`src/design/rmf_pkg.sv`:
```
// Package for the running median filter: widths, beat types and controller states.
`timescale 1ns / 1ps

package rmf_pkg;

    localparam int SAMPLE_BITS = 16;
    localparam int MAX_WINDOW  = 32;
    localparam int CFG_BITS    = 6;

    localparam logic [CFG_BITS-1:0] WINDOW_LENGTH_RESET = CFG_BITS'(3);

    typedef logic signed [SAMPLE_BITS-1:0] t_sample;

    typedef struct packed {
        t_sample sample;
        logic    last;
    } t_in_beat;

    typedef struct packed {
        t_sample median;
        logic    last_out;
    } t_out_beat;

    typedef enum logic [1:0] {
        S_IDLE,
        S_LOAD,
        S_RUN,
        S_PICK
    } t_state;

endpackage

```
`src/design/rmf_cell.sv`:
```
// One cell of the sample chain: history tap, scan register and rank counter.
`timescale 1ns / 1ps

module rmf_cell #(
    parameter int MAX_WINDOW = rmf_pkg::MAX_WINDOW,
    parameter int IDX        = 0,
    localparam int W         = $clog2(MAX_WINDOW + 1),
    localparam int IW        = (MAX_WINDOW > 1) ? $clog2(MAX_WINDOW) : 1
) (
    input  logic             i_clk,
    input  logic             i_shift,
    input  rmf_pkg::t_sample i_shift_in,
    output rmf_pkg::t_sample o_sample,
    input  logic             i_load,
    input  logic             i_run,
    input  rmf_pkg::t_sample i_scan_in,
    output rmf_pkg::t_sample o_scan,
    input  rmf_pkg::t_sample i_token,
    input  logic [IW-1:0]    i_token_idx,
    input  logic [W-1:0]     i_n,
    input  logic [IW-1:0]    i_k,
    output rmf_pkg::t_sample o_pick
);

    rmf_pkg::t_sample r_sample;
    rmf_pkg::t_sample r_scan;
    logic [IW-1:0]    r_rank;
    logic             w_below;
    logic             w_hit;

    // Ties are broken by position so that every rank is held by exactly one cell.
    assign w_below = (i_token < r_sample) ||
                     ((i_token == r_sample) && (i_token_idx < IW'(IDX)));

    always_ff @(posedge i_clk) begin
        if (i_shift) begin
            r_sample <= i_shift_in;
        end
        if (i_load) begin
            r_scan <= r_sample;
            r_rank <= '0;
        end else if (i_run) begin
            r_scan <= i_scan_in;
            if (w_below) begin
                r_rank <= r_rank + IW'(1);
            end
        end
    end

    assign w_hit    = (W'(IDX) < i_n) && (r_rank == i_k);
    assign o_pick   = w_hit ? r_sample : '0;
    assign o_sample = r_sample;
    assign o_scan   = r_scan;

endmodule

```
`src/design/running_median_filter.sv`:
```
// Top level of the running median filter: controller, cell chain and output register.
`timescale 1ns / 1ps

// Running median filter over a stream of signed samples.
// Input beats carry a sample and a last flag on i_in_beat; a beat is taken at a
// rising edge where i_in_valid is high and o_in_stall is low. Result beats carry
// the median and last_out on o_out_beat and leave when o_out_valid is high and
// i_out_stall is low. The window length register is written through
// i_cfg_wr_en / i_cfg_wr_data; a write ends the current signal.
// A chain of MAX_WINDOW cells holds the newest samples, newest in cell 0. For
// each result the controller first loads the scan registers, then streams
// every window sample past all cells so that each cell counts its rank, and
// then picks the cell whose rank is the median index into the output register.
// A sample marked last produces up to window/2+1 results, one after another,
// each with its own window size.
// The input is stalled while a result is being worked out; it is taken again
// as soon as the last result of the item sits in the output register, even if
// the receiver still stalls it. A stalled receiver holds the result and only
// delays the next pick. After reset the window length is 3 and no signal is
// open; the history holds nothing valid until samples arrive.

module running_median_filter #(
    parameter int MAX_WINDOW = rmf_pkg::MAX_WINDOW
) (
    input  logic                           i_clk,
    input  logic                           i_rst_n,
    input  logic                           i_in_valid,
    output logic                           o_in_stall,
    input  rmf_pkg::t_in_beat              i_in_beat,
    output logic                           o_out_valid,
    input  logic                           i_out_stall,
    output rmf_pkg::t_out_beat             o_out_beat,
    input  logic                           i_cfg_wr_en,
    input  logic [rmf_pkg::CFG_BITS-1:0]   i_cfg_wr_data
);

    // W holds a count up to MAX_WINDOW, IW a cell position, CW the length math.
    localparam int W  = $clog2(MAX_WINDOW + 1);
    localparam int IW = (MAX_WINDOW > 1) ? $clog2(MAX_WINDOW) : 1;
    localparam int CW = (W > rmf_pkg::CFG_BITS) ? W : rmf_pkg::CFG_BITS;

    rmf_pkg::t_state               r_state;
    rmf_pkg::t_state               n_state;
    logic [rmf_pkg::CFG_BITS-1:0]  r_wl;
    logic [W-1:0]                  r_seen;
    logic [CW-1:0]                 r_d;
    logic                          r_last_job;
    logic [W-1:0]                  r_n;
    logic [IW-1:0]                 r_step;
    logic                          r_out_valid;
    rmf_pkg::t_out_beat            r_out_beat;

    logic                          w_in_acc;
    logic                          w_slot_free;
    logic                          w_cell_load;
    logic                          w_cell_run;
    logic                          w_pick_fire;
    logic                          w_run_done;
    logic                          w_more;

    logic [CW-1:0]                 w_len;
    logic [CW-1:0]                 w_wl_ext;
    logic [CW-1:0]                 w_ahead;
    logic [CW-1:0]                 w_back;
    logic [W-1:0]                  w_seen_next;
    logic [CW-1:0]                 w_seen_next_c;
    logic                          w_has_out;
    logic [CW-1:0]                 w_d_init;
    logic [CW-1:0]                 w_n_calc;
    logic [CW-1:0]                 w_n_min;
    logic [IW-1:0]                 w_k;
    rmf_pkg::t_sample              w_median;

    rmf_pkg::t_sample              w_sample [MAX_WINDOW];
    rmf_pkg::t_sample              w_scan   [MAX_WINDOW];
    rmf_pkg::t_sample              w_pick   [MAX_WINDOW];

    // Effective window: a length of zero acts as one, anything above the chain
    // length acts as the chain length. Even lengths look one sample further ahead.
    assign w_wl_ext = CW'(r_wl);
    assign w_len    = (w_wl_ext == '0) ? CW'(1) :
                      ((w_wl_ext > CW'(MAX_WINDOW)) ? CW'(MAX_WINDOW) : w_wl_ext);
    assign w_ahead  = w_len >> 1;
    assign w_back   = w_len - w_ahead - CW'(1);

    assign w_in_acc    = i_in_valid && (r_state == rmf_pkg::S_IDLE);
    assign w_slot_free = !r_out_valid || !i_out_stall;

    // Sample count of the open signal saturates at the chain length.
    assign w_seen_next   = (r_seen < W'(MAX_WINDOW)) ? (r_seen + W'(1)) : r_seen;
    assign w_seen_next_c = CW'(w_seen_next);

    // A plain sample yields a result once the look-ahead is filled; a last
    // sample always yields at least one, starting from the oldest pending one.
    assign w_has_out = i_in_beat.last || (w_seen_next_c > w_ahead);
    assign w_d_init  = (i_in_beat.last && ((w_seen_next_c - CW'(1)) < w_ahead)) ?
                       (w_seen_next_c - CW'(1)) : w_ahead;

    // Window size of the result d positions behind the newest sample.
    assign w_n_calc = r_d + w_back + CW'(1);
    assign w_n_min  = (w_n_calc < CW'(r_seen)) ? w_n_calc : CW'(r_seen);
    assign w_k      = IW'(r_n >> 1);

    assign w_run_done = (W'(r_step) == (r_n - W'(1)));
    assign w_more     = r_last_job && (r_d != '0);

    // Next state.
    always_comb begin
        n_state = r_state;
        case (r_state)
            rmf_pkg::S_IDLE: begin
                if (w_in_acc && w_has_out) begin
                    n_state = rmf_pkg::S_LOAD;
                end
            end
            rmf_pkg::S_LOAD: begin
                n_state = rmf_pkg::S_RUN;
            end
            rmf_pkg::S_RUN: begin
                if (w_run_done) begin
                    n_state = rmf_pkg::S_PICK;
                end
            end
            rmf_pkg::S_PICK: begin
                if (w_slot_free) begin
                    n_state = w_more ? rmf_pkg::S_LOAD : rmf_pkg::S_IDLE;
                end
            end
            default: begin
                n_state = rmf_pkg::S_IDLE;
            end
        endcase
    end

    // Controller outputs.
    always_comb begin
        o_in_stall  = 1'b1;
        w_cell_load = 1'b0;
        w_cell_run  = 1'b0;
        w_pick_fire = 1'b0;
        case (r_state)
            rmf_pkg::S_IDLE: begin
                o_in_stall = 1'b0;
            end
            rmf_pkg::S_LOAD: begin
                w_cell_load = 1'b1;
            end
            rmf_pkg::S_RUN: begin
                w_cell_run = 1'b1;
            end
            rmf_pkg::S_PICK: begin
                w_pick_fire = w_slot_free;
            end
            default: begin
                o_in_stall = 1'b1;
            end
        endcase
    end

    always_ff @(posedge i_clk) begin
        if (!i_rst_n) begin
            r_state     <= rmf_pkg::S_IDLE;
            r_wl        <= rmf_pkg::WINDOW_LENGTH_RESET;
            r_seen      <= '0;
            r_out_valid <= 1'b0;
            r_last_job  <= 1'b0;
            r_d         <= '0;
            r_n         <= '0;
            r_step      <= '0;
        end else begin
            r_state <= n_state;

            if (i_cfg_wr_en) begin
                r_wl   <= i_cfg_wr_data;
                r_seen <= '0;
            end

            // The sample count of a closing signal is kept through its flush,
            // since every flushed window is cut by it; the final pick clears it.
            if (w_in_acc) begin
                r_seen     <= w_seen_next;
                r_d        <= w_d_init;
                r_last_job <= i_in_beat.last;
            end

            if (w_cell_load) begin
                r_n    <= w_n_min[W-1:0];
                r_step <= '0;
            end else if (w_cell_run) begin
                r_step <= r_step + IW'(1);
            end

            if (w_pick_fire) begin
                r_out_valid <= 1'b1;
                if (w_more) begin
                    r_d <= r_d - CW'(1);
                end else if (r_last_job) begin
                    r_seen <= '0;
                end
            end else if (!i_out_stall) begin
                r_out_valid <= 1'b0;
            end
        end
    end

    // Output register payload.
    always_ff @(posedge i_clk) begin
        if (w_pick_fire) begin
            r_out_beat.median   <= w_median;
            r_out_beat.last_out <= r_last_job && (r_d == '0);
        end
    end

    assign o_out_valid = r_out_valid;
    assign o_out_beat  = r_out_beat;

    // Exactly one window cell holds the median rank, so the picks merge by OR.
    always_comb begin
        w_median = '0;
        for (int i = 0; i < MAX_WINDOW; i++) begin
            w_median = w_median | w_pick[i];
        end
    end

    // The cell chain. Samples shift away from cell 0 on every accepted beat;
    // during a scan the copies shift toward cell 0, which feeds the token.
    for (genvar g = 0; g < MAX_WINDOW; g++) begin : g_cell
        rmf_pkg::t_sample w_shift_in;
        rmf_pkg::t_sample w_scan_in;

        if (g == 0) begin : g_head
            assign w_shift_in = i_in_beat.sample;
        end else begin : g_body
            assign w_shift_in = w_sample[g-1];
        end

        if (g == MAX_WINDOW - 1) begin : g_tail
            assign w_scan_in = '0;
        end else begin : g_link
            assign w_scan_in = w_scan[g+1];
        end

        rmf_cell #(
            .MAX_WINDOW (MAX_WINDOW),
            .IDX        (g)
        ) u_cell (
            .i_clk       (i_clk),
            .i_shift     (w_in_acc),
            .i_shift_in  (w_shift_in),
            .o_sample    (w_sample[g]),
            .i_load      (w_cell_load),
            .i_run       (w_cell_run),
            .i_scan_in   (w_scan_in),
            .o_scan      (w_scan[g]),
            .i_token     (w_scan[0]),
            .i_token_idx (r_step),
            .i_n         (r_n),
            .i_k         (w_k),
            .o_pick      (w_pick[g])
        );
    end

endmodule

```
`config.mk`:
```
export PLATFORM = sky130hd
export DESIGN_NAME = running_median_filter
export DESIGN_NICKNAME = d
export VERILOG_FILES = /design/src/design/rmf_pkg.sv /design/src/design/rmf_cell.sv /design/src/design/running_median_filter.sv
export SDC_FILE = /design/constraint.sdc
export NUM_CORES = 2
export LEC_CHECK = 0
export BUFFER_PORTS_ARGS = -buffer_cell sky130_fd_sc_hd__buf_2
export CORE_AREA = 2 2 449 451
export DETAILED_ROUTE_END_ITERATION = 8
export DIE_AREA = 0 0 451 453
export GPL_TIMING_DRIVEN = 0
export PLACE_DENSITY = 0.58
export SLEW_MARGIN = 5
export SYNTH_ARGS = -nofsm -noshare
export SYNTH_HDL_FRONTEND = slang
export SYNTH_HIERARCHICAL = 1
export SYNTH_SLANG_ARGS = --single-unit
```
`constraint.sdc`:
```
create_clock -name i_clk -period 39.7 [get_ports i_clk]
set_input_delay 7.94 -clock i_clk [delete_from_list [all_inputs] [get_ports i_clk]]
set_output_delay 7.94 -clock i_clk [all_outputs]
set_load 0.1 [all_outputs]
```
# ---- Word level (Yosys, flattened, before mapping)
# Index checks and enable logic that the tools add are counted.
dict set report op_classes {
  order_cmp 101
  n_mux 120
  add_sub_neg 41
  n_eq_ne 72
  reduce_logical 144
  bitwise 32
}
# cell count
set ops {}
lappend ops {{16-bit 2-to-1 mux} 96}
lappend ops {{16-bit == test} 32}
lappend ops {{16-bit less-than comparator} 32}
lappend ops {{16-bit bitwise OR} 31}
lappend ops {{5-bit by 1-bit adder with 5-bit output, second input constant} 33}
lappend ops {{5-bit == test} 32}
lappend ops {{5-bit by 6-bit less-than comparator with 1-bit output, first input constant} 16}
lappend ops {{5-bit less-than comparator, second input constant} 16}
lappend ops {{6-bit 2-to-1 mux} 13}
lappend ops {{1-bit logical AND} 69}
lappend ops {{2-bit AND reduction} 32}
lappend ops {{4-bit by 6-bit less-than comparator with 1-bit output, first input constant} 8}
lappend ops {{5-bit by 4-bit less-than comparator with 1-bit output, second input constant} 8}
lappend ops {{1-bit logical OR} 34}
lappend ops {{3-bit by 6-bit less-than comparator with 1-bit output, first input constant} 4}
lappend ops {{6-bit by 1-bit subtractor with 6-bit output, second input constant} 4}
lappend ops {{5-bit by 3-bit less-than comparator with 1-bit output, second input constant} 4}
lappend ops {{6-bit by 1-bit adder with 6-bit output, second input constant} 2}
lappend ops {{6-bit logical NOT} 2}
lappend ops {{1-bit by 6-bit less-than comparator with 1-bit output, first input constant} 2}
lappend ops {{2-bit by 6-bit less-than comparator with 1-bit output, first input constant} 2}
lappend ops {{5-bit by 1-bit less-than comparator with 1-bit output, second input constant} 2}
lappend ops {{5-bit by 2-bit less-than comparator with 1-bit output, second input constant} 2}
lappend ops {{2-bit case mux with 4 select lines} 1}
lappend ops {{other kinds (21)} 33}
dict set report word_totals {
  out_inout_bits 19
  elab_cells 616
  ff_bits 1234
}

# ---- Longest topological paths before layout
dict set report logic_depth {
  depth_word 34
  mapped_depth 16
  mapped_depth_nobuf 16
}

# ---- Hierarchy
# The synthesis kept the hierarchy.
# mod area_each_um2 instances cells_per_inst seq_area_each_um2
set by_module_without_submodules {}
lappend by_module_without_submodules {running_median_filter 4299.1 1 516 1171.1}
lappend by_module_without_submodules {{rmf_cell at g_cell[3].u_cell ...} 2035.7 2 168 1061.0}
lappend by_module_without_submodules {{rmf_cell at g_cell[8].u_cell} 2148.3 1 178 1061.0}
lappend by_module_without_submodules {{rmf_cell at g_cell[19].u_cell} 2078.2 1 171 1061.0}
lappend by_module_without_submodules {{rmf_cell at g_cell[22].u_cell} 2074.5 1 171 1061.0}
lappend by_module_without_submodules {{rmf_cell at g_cell[0].u_cell} 2072.0 1 166 1061.0}
lappend by_module_without_submodules {{rmf_cell at g_cell[27].u_cell} 2068.2 1 171 1061.0}
lappend by_module_without_submodules {{rmf_cell at g_cell[18].u_cell} 2065.7 1 167 1061.0}
lappend by_module_without_submodules {{rmf_cell at g_cell[31].u_cell} 2063.2 1 170 1061.0}
lappend by_module_without_submodules {{rmf_cell at g_cell[28].u_cell} 2059.5 1 166 1061.0}
lappend by_module_without_submodules {{rmf_cell at g_cell[30].u_cell} 2054.5 1 166 1061.0}
lappend by_module_without_submodules {{rmf_cell at g_cell[13].u_cell} 2052.0 1 167 1061.0}
lappend by_module_without_submodules {{rmf_cell at g_cell[17].u_cell} 2048.2 1 164 1061.0}
lappend by_module_without_submodules {{rmf_cell at g_cell[2].u_cell} 2048.2 1 167 1061.0}
lappend by_module_without_submodules {{+18 rows} -- -- -- --}

# ---- Least setup slack after synthesis
# No wires, ideal clock.
dict set report synth_timing {
  kind {input to register}
  from {input port i_in_valid}
  to {register r_seen[3]}
  setup_ns 0.165
  arrival_ns 23.095
  path_slack_ns 16.441
  path_stages 5
  n_path_buf 1
  cell_sequence {nand2_1 > inv_1 > clkbuf_1 > or3_1 > a21oi_1}
}
dict set report synth_via {
  elab_chain_cells 5
}
# element line
set synth_rtl {}
lappend synth_rtl {{from (decl)} running_median_filter.sv:27} ;# input logic i_in_valid,
lappend synth_rtl {{1-bit logical AND *} running_median_filter.sv:86} ;# assign w_in_acc = i_in_valid && (r_state == rmf_pkg::S_IDLE);
lappend synth_rtl {{net w_in_acc} running_median_filter.sv:53} ;# logic w_in_acc;
lappend synth_rtl {{6-bit 2-to-1 mux *} running_median_filter.sv:180} ;# if (w_in_acc) begin
lappend synth_rtl {{6-bit 2-to-1 mux} running_median_filter.sv:197} ;# end else if (r_last_job) begin
lappend synth_rtl {{6-bit 2-to-1 mux} running_median_filter.sv:195} ;# if (w_more) begin
lappend synth_rtl {{6-bit 2-to-1 mux *} running_median_filter.sv:193} ;# if (w_pick_fire) begin
lappend synth_rtl {{to (signal assigned)} running_median_filter.sv:181} ;# r_seen <= w_seen_next;
lappend synth_rtl {{to (decl)} running_median_filter.sv:45} ;# logic [W-1:0] r_seen;
# Mark *: on every way through the listed nets, which the timed path passes. The rest lies on a longest branch.
# A chain may end at the register's enable or synchronous reset.

# ---- Worst setup path after layout
dict set report layout_timing {
  from {register r_state[0]}
  to {output port o_in_stall}
}
dict set report layout_via {
  elab_chain_cells 2
}
# element line
set layout_rtl {}
lappend layout_rtl {{from (decl)} running_median_filter.sv:42} ;# rmf_pkg::t_state r_state;
lappend layout_rtl {{from (signal assigned)} running_median_filter.sv:162} ;# r_state <= rmf_pkg::S_IDLE;
lappend layout_rtl {{from (signal assigned)} running_median_filter.sv:171} ;# r_state <= n_state;
lappend layout_rtl {{2-bit logical NOT} running_median_filter.sv:141} ;# case (r_state)
lappend layout_rtl {{1-bit 2-to-1 mux} running_median_filter.sv:141}
lappend layout_rtl {{to (decl)} running_median_filter.sv:28} ;# output logic o_in_stall,
# No other way between the ends.

==> metrics.cfg <==
[yosys]
synthMuxAreaShare_pct = 10.4
synthFlopType = edfxtp_1
ys_types = 133
yosys_register_bits = 1234
ys_warn_count = 6
synth.yosys.seq_area_share_pct = 50.6
synth-simple-area-share_pct = 15.0
synth_compound_area_share_pct = 6.97
synth_top_family_by_area = simple AND/OR/NAND/NOR gates
synth_fa_ha_area_share_pct = 10.5
synthArstFlopShare_pct = 0
synthTopCellsByArea = edfxtp_1 45%, ha_1 10%, mux2_2 8.5%
syn_inst = 5804
yosysTopAreaCellShare_pct = 45.0
yosysTopAreaCell = edfxtp_1
synth_enable_flop_cells = 1041
post_synth.cell_area_avg_um2 = 12.0
synth-xor-area-share_pct = 2.40
syn-cell-area_um2 = 69500

[timing]
rsz0062_at_grt = false
post-route-period-util_pct = 25.4
holdWs_ns = 0.466
fin_crit_ns = 10.07
slew_violations = 2
clock.fmax_mhz = 99.3
slew_headroom_pct = -3.82
hold_viol_final = 0
tightest_slew_ns = 1.54
fin_skew_ns = 0.0320
finalSetupTns_ns = 0
setup-violations-final = 0

[placement]
gp_congestion = 0.927
place_hpwl_mm = 164
numPortBuffers = 46

[cts]
post_cts_buffers = 0
cts.clk_slew.worst_paths_ns = 0.06
cts_resized = 0
tritoncts = yes
cts_root_buf = clkbuf_16
cts.sinks = 1234
clock_latency_ns = 0.80
hold_buffers = 0
cts_buffer_depth = 3
cts_buffers = 139
h-tree-depth = 4

[pwr]
clock_power_share_pct = 17.4
p_switching_w = 0.00332
switching_share_pct = 43.0
p_comb_share_pct = 48.1
p_int_w = 0.00439
power_frac_seq_pct = 34.5
leakage_nw = 31.0
p_per_area_nw_per_um2 = 96.4
ir_drop_v = 0.0000488

[drt]
drc = 0
finalWirelength_mm = 223
drtPass1Iterations = 8
vias = 48800
postRouteAntennaNets = 0
via_per_inst = 5.48
drtIter0Drc = 4929
wl_per_cell_um = 25.1

[hold_path]
hp-class = register to register
holdPathStages = 0

[cells_and_area]
mostFrequentLayoutCells = 1,041 x edfxtp_1, 587 x inv_1, 573 x ha_1
final_common_cell = edfxtp_1
multiInputGateArea_um2 = 31700
seqCellArea_um2 = 35200
fillerInstances = 18600
final_nets = 6693
drive_above_1_share_pct = 18.3
areaGrowthSynthToFinish_pct = 15.1

[floorplan]
initial_core_util_pct = 34.9
die_w_um = 451
io_pins = 47
core_um2 = 199000
die-area_um2 = 204000
die_y_um = 453
fp-row-count = 164

[worst_setup_path]
regToRegStartpoint = r_n[4]
crit_arrival_ns = 2.13
crit_end = o_in_stall
crit_path_end_kind = output pin
reg2regPathDepth = 7
path_cells = inv_1 -> ha_1 -> inv_1 -> buf_2
cp_slowest_stage_delay_ns = 0.43
cpLargestDelayFamily = buffers and inverters
cp_slowest_cell = buf_2
crit_type = register to output pin
timing.rr.end = o_out_beat[15]
critPathRequiredTime_ns = 31.76
crit_buf_inv = 3
r2r_setup_slack_ns = 34.70
crit_cells = 4
timing.critical_path.from = r_state[0]
startpoint_type = register
cp_max_fo = 5
critPathMostFrequentCell = inv_1

[global_route]
globalRouteOverflowTotal = 0
grt_pass1_wl_mm = 323
grt_max_degree = 61
grt_pass1_vias = 48100
grt_use_total_pct = 21.4
antenna_found_initial = 17

[run_status]
status = finished with violations
violations = capacitance limit, slew limit

[job]
max_cap_viol_count = 1

[routing by layer]
metal	track usage, %	share of wire (%)	vias up
met4	9.57	4.6	2
li1	-	-	22100
met1	28.9	43	24400
met3	3.38	6.9	416
met2	33.6	45	1813
met5	0	0.0054	-
[synth_stat cells, types with 24 or more instances]
master	count
nor2_1	167
edfxtp_1	1041
ha_1	575
o21ai_0	90
nor2b_1	117
dfxtp_1	193
mux2_2	522
a21oi_1	244
o31ai_1	24
nand3_1	59
clkbuf_1	109
o211ai_1	27
a21o_1	43
nor4_1	275
mux2i_1	48
or4_1	29
or2_2	50
and2_1	390
nand2b_1	62
xor2_1	91
nand4_1	164
nor3_1	57
or3_1	29
a211oi_1	34
mux2_1	57
buf_1	24
xnor2_1	96
nand2_1	168
inv_1	587
[flip-flops by register name, indices dropped and copies added, names as in the netlist]
signal                  flops
g_cell.u_cell/o_sample    512
g_cell.u_cell/o_scan      512
g_cell.u_cell/r_rank      160
o_out_beat                 17
o_out_valid                 1
r_d                         6
r_last_job                  1
r_n                         6
r_seen                      6
r_state                     2
r_step                      5
r_wl                        6
[worst reg2reg max path: stages, from the launching register on]
cell and delay [ns]:
dfxtp_4 0.88, buf_16 0.31, xor2_1 0.71, clkbuf_1 0.48, nor4_1 0.17, nor4_1 0.87
nand4_1 0.76, or2_2 0.57
[cell type report]
cell class                 instances  area share [%]
antenna                           36           0.113
buffer                           145           0.796
clock buffer                     186            4.95
clock inverter                    71           0.912
inverter                         594            2.79
multi-input combinational       3846            39.6
sequential                      1234            44.0
tap                             2656            4.16
timing repair buffer             125            2.74
[worst min path at each step]
stage	startpoint	endpoint	slack, ns
after global placement	g_cell[25].u_cell/o_sample[14]	g_cell[26].u_cell/o_sample[14]	0.46
after detailed placement	g_cell[7].u_cell/o_sample[15]	g_cell[8].u_cell/o_sample[15]	0.46
after floorplan	r_wl[0]	r_wl[0]	0.44
after CTS	g_cell[25].u_cell/o_sample[14]	g_cell[26].u_cell/o_sample[14]	0.46
final	g_cell[25].u_cell/o_sample[14]	g_cell[26].u_cell/o_sample[14]	0.47
after global routing	g_cell[15].u_cell/o_sample[2]	g_cell[16].u_cell/o_sample[2]	0.48
[kinds of logic after synthesis]
family / after synthesis
and+or+nand+nor: 1724
buffers and inverters: 739
other: 1
adders and majority gates: 580
xor gates and xnor gates: 189
DFF: 1234
muxes: 644
AOI/OAI and AO/OA: 693
[power groups by stage]
stage	combinational, W	clock [W]	sequential (W)
floorplan	0.00217	0	0.00258
global placement	0.00313	0	0.00308
detailed placement	0.00363	0	0.00266
CTS	0.00366	0.00137	0.00265
global route	0.00398	0.00141	0.00270
finish	0.00371	0.00134	0.00266
[stage by stage]
step	std cells	util [%]	worst slack (ns)	instance area (µm²)	total power, W
global route	8890	40.1	29.50	80000	0.00810
detailed placement	8600	37.7	28.85	75200	0.00629
finish	8893	40.1	29.63	80000	0.00771
CTS	8857	40.1	29.54	79900	0.00767
global placement	8521	36.7	8.18	73100	0.00621
floorplan	5819	-	16.44	69500	0.00475
(Power assumes the default switching activity.)
